## config.mk

```make
export PLATFORM = sky130hd
export DESIGN_NAME = qtr_alu
export DESIGN_NICKNAME = d
export VERILOG_FILES = /design/src/assert_macros.svh /design/src/qtr_pkg.sv /design/src/qtr_alu.sv
export SDC_FILE = /design/constraint.sdc
export NUM_CORES = 1
export LEC_CHECK = 0
export BUFFER_PORTS_ARGS = -buffer_cell sky130_fd_sc_hd__buf_2
export CORE_ASPECT_RATIO = 2
export CORE_MARGIN = 2
export CORE_UTILIZATION = 25
export DETAILED_ROUTE_END_ITERATION = 10
export GPL_ROUTABILITY_DRIVEN = 0
export PLACE_DENSITY = 0.48
export SETUP_SLACK_MARGIN = 0.2
export SYNTH_ARGS = -nofsm -noshare
export SYNTH_HDL_FRONTEND = slang
export SYNTH_SLANG_ARGS = --single-unit
```

## constraint.sdc

```tcl
create_clock -name vclk -period 4.99
set_clock_uncertainty 0.15 [all_clocks]
set_input_delay 0.499 -clock vclk [all_inputs]
set_output_delay 0.499 -clock vclk [all_outputs]
set_load 0.02 [all_outputs]
```

## src/assert_macros.svh

```systemverilog
// Assertion helpers for the range max and sum block.
// Both sample on clk and are switched off while arst_n is low.
`ifndef ASSERT_MACROS_SVH
`define ASSERT_MACROS_SVH

// Same-cycle implication.
`define QT_ASSERT_NOW(lbl, ante, cons, msg) \
	lbl: assert property (@(posedge clk) disable iff (!arst_n) (ante) |-> (cons)) \
		else $error(msg);

// Next-cycle implication.
`define QT_ASSERT_NEXT(lbl, ante, cons, msg) \
	lbl: assert property (@(posedge clk) disable iff (!arst_n) (ante) |=> (cons)) \
		else $error(msg);

`endif

```

## src/qtr_pkg.sv

```systemverilog
// ----------------------------------------------------------------------------
// qtr_pkg
// Shared types and constants of the quadtree range maximum and sum block.
// ----------------------------------------------------------------------------
package qtr_pkg;

	localparam int GRID_SIDE_DEF  = 64;
	localparam int TREE_NODES_DEF = 8192;

	localparam int CNT_W  = 7;
	localparam int COORD_IN_W = 7;
	localparam int VAL_W  = 32;
	localparam int SUM_W  = 44;
	localparam int OP_W   = 2;
	localparam int CFG_IDX_W = 2;

	localparam logic [OP_W-1:0] OP_WRITE = 2'd0;
	localparam logic [OP_W-1:0] OP_BUILD = 2'd1;
	localparam logic [OP_W-1:0] OP_QUERY = 2'd2;

	localparam logic [CFG_IDX_W-1:0] REG_ROW_COUNT = 2'd0;
	localparam logic [CFG_IDX_W-1:0] REG_COL_COUNT = 2'd1;

	localparam logic [CNT_W-1:0] COUNT_RESET = 7'd64;

	localparam logic signed [VAL_W-1:0] EMPTY_MAX = -32'sd1000000011;

	localparam logic KIND_BUILD = 1'b0;
	localparam logic KIND_QUERY = 1'b1;

	// Running maximum and sum, with a flag for whether anything was seen.
	typedef struct packed {
		logic                    have;
		logic signed [VAL_W-1:0] max_v;
		logic signed [SUM_W-1:0] sum_v;
	} acc_t;

	typedef enum logic [2:0] {
		ST_IDLE,
		ST_VISIT,
		ST_CHILD,
		ST_LEAF,
		ST_COVER,
		ST_DONE
	} state_t;

endpackage

```

## src/qtr_alu.sv

```systemverilog
// ----------------------------------------------------------------------------
// qtr_alu
// Shared combine unit: folds one maximum and sum into a running accumulator.
// ----------------------------------------------------------------------------
module qtr_alu import qtr_pkg::*; (
	input  acc_t                    acc_in,
	input  logic signed [VAL_W-1:0] val_max,
	input  logic signed [SUM_W-1:0] val_sum,
	output acc_t                    acc_out
);

	always_comb begin
		acc_out.have  = 1'b1;
		if (!acc_in.have || ($signed(val_max) > $signed(acc_in.max_v))) begin
			acc_out.max_v = val_max;
		end else begin
			acc_out.max_v = acc_in.max_v;
		end
		acc_out.sum_v = acc_in.sum_v + val_sum;
	end

endmodule

```

==> metrics.md <==
| Metric | Value |
|---|---|
| Outcome | `complete, no violations` |
| Setup crit end | `acc_out[44]` |
| # port buffers | `229` |
| Ant diodes | `0` |
| P_leak | `2.86 nW` |
| Crit path max-delay cell type | `a311o_2` |
| Synthesized area | `3820 sq um` |
| Setup_tns | `0 ns` |
| Post-synthesis average cell area | `7.57 sq um` |
| Die X | `91.4 um` |
| Fin util | `0.338` |
| Worst path cell trace | `buf_2 -> inv_1 -> ha_1 -> a21o_1 -> a21o_1 -> a21oi_1 -> or4_1 -> o211ai_1 -> and3_1 -> a311o_2 -> mux2_2 -> buf_2` |
| Synth top area share | `0.246` |
| Cell Count, Final, Fillers Out | `915` |
| Max-Cap Viols | `0` |
| Worst hold path type | `primary input to output pin` |
| Post_cts resized | `0` |
| Setup crit start kind | `primary input` |
| Cells after DPL | `915` |
| Period Utilization, post-route | `0.804` |
| Hold WS | `1.17 ns` |
| Most common cell after layout, fill and taps aside | `buf_2` |
| Routed met2 length | `5850 um` |
| Initial antenna violation count | `0` |
| DRT iter0 DRCs | `192` |
| Synth area leaders | `ha_1, mux2_4, a21o_1` |
| Core ar. | `15100 sq um` |
| Reg area | `0 sq um` |
| First-pass GRT wire length | `20300 um` |
| FILL cells | `1675` |
| Row count | `64` |
| Io pins | `230` |
| Wl on met1 | `5570 um` |
| WP data required | `4.34 ns` |
| CP Capture Type | `output pin` |
| DRC | `0` |
| RSZ-0062 raised after global routing | `false` |
| Die height | `179 um` |
| Commonest non-fill, non-tap cells in the layout | `buf_2, ha_1, a21oi_1` |
| Post-route minimum period | `4.01 ns` |
| Setup Fix Bufs, Post-CTS | `0` |
| Peak VDD IR | `0.0751 mV` |
| Largest area contributor in the netlist | `ha_1` |
| Synth-to-Final Area Change | `34.1%` |
| Rel. slew slack | `0.314` |
| PwrDens | `154 nW/um^2` |
| Seq_cells | `0` |
| Worst EP arrival | `3.36 ns` |
| Count of final max-slew check failures | `0` |
| Critical path peak fanout | `32` |
| Vias | `4498` |
| Final setup vio count | `0` |
| Multi-input logic area | `3570 sq um` |
| Critical path class | `primary input to output pin` |
| Register area share after synthesis | `0` |
| Worst setup path start | `acc_in[61]` |
| Clkbuf count | `0` |
| Die area | `16300 sq um` |
| Drt wl/cell | `13.7 um` |
| Top Metal Used | `met4` |
| Worst-margin pin slew | `1.03 ns` |
| DR WL met3 | `993 um` |
| Synthesized netlist cell count | `505` |
| Gr usage total | `0.145` |
| Synthesized Nets | `734` |
| YS warnings | `0` |
| Initial core utilization | `0.252` |
| Number of hold violations in the final report | `0` |
| Vias in the first global route | `4327` |
| Largest net degree at the start of global routing | `33` |
| DP Wirelength | `11400 um` |
| Share of post-route cells with drive strength above 1 | `0.374` |
| Number of vias per cell | `4.92` |
| Final #Nets | `948` |
| Peak Freq | `0.249 GHz` |
| Tot Pwr | `789 uW` |
| Max incr delay on CP | `0.80 ns` |
| Final ANT Viol Nets | `0` |
| Total gr overflow | `0` |
| Hold buffer count at CTS | `0` |
| First drt pass iteration count | `4` |
| Synth cell types | `54` |
| Routed WL | `12600 um` |
per-stage QoR:
step                worst slack [ns]  cell area, sq um
global placement                1.02              5120
CTS                            0.972              5120
floorplan                       1.62              3820
global route                   0.759              5120
finish                         0.978              5120
detailed placement             0.989              5120
kinds of logic after synthesis:
logic type / share of synthesized area
adders and majority gates: 0.251
muxes: 0.127
other: 0.000981
and+or+nand+nor: 0.172
xor gates and xnor gates: 0.0894
AOI/OAI and AO/OA: 0.294
buffers and inverters: 0.0655
per-layer routing:
metal	track usage	vias up
met5	0	-
met4	0.0114	0
met3	0.0240	10
met2	0.251	202
met1	0.196	1986
li1	-	2300
power by group:
part,internal [mW],leakage [nW],switching (mW)
Combinational,0.333,2.86,0.456
Clock,0,0,0
Sequential,0,0,0
Total,0.333,2.86,0.456
worst max-delay path: cells and delay by family:
| kind | cells | cell delay (ns) |
|---|---|---|
| compound gates | 5 | 1.19 |
| simple gates | 2 | 0.66 |
| mux | 1 | 0.42 |
| fa+ha+maj | 1 | 0.30 |
| buf+inv | 3 | 0.29 |
synthesized netlist by cell type, types with 3 or more instances:
cell	instances
nand3_1	12
xor2_1	15
xnor2_1	24
o21a_1	7
o21bai_1	11
o211ai_1	8
a221o_1	3
o21ai_0	26
nor3_1	9
nor2_1	23
nand2b_1	7
mux2_2	3
nand2_1	32
mux2_4	30
buf_6	3
ha_1	75
inv_1	42
a211oi_1	9
a21oi_1	50
and3_1	5
and4_1	3
clkbuf_1	11
nand4_1	16
a21o_1	37
nor2b_1	6
how the worst min path moves through the flow:
stage	startpoint	end	cells past startpoint
after floorplan	val_max[1]	acc_out[45]	1
final	val_sum[0]	acc_out[0]	3
after global routing	val_sum[0]	acc_out[0]	3
after detailed placement	val_sum[0]	acc_out[0]	3
after global placement	val_sum[0]	acc_out[0]	3
after CTS	val_sum[0]	acc_out[0]	3
area by class of cell:
cell class                      instances  area share
Multi-Input combinational cell        446       0.697
Tap cell                              198      0.0484
Timing Repair Buffer                  229       0.224
Inverter                               42      0.0308
Power figures use the tool's default switching activity.
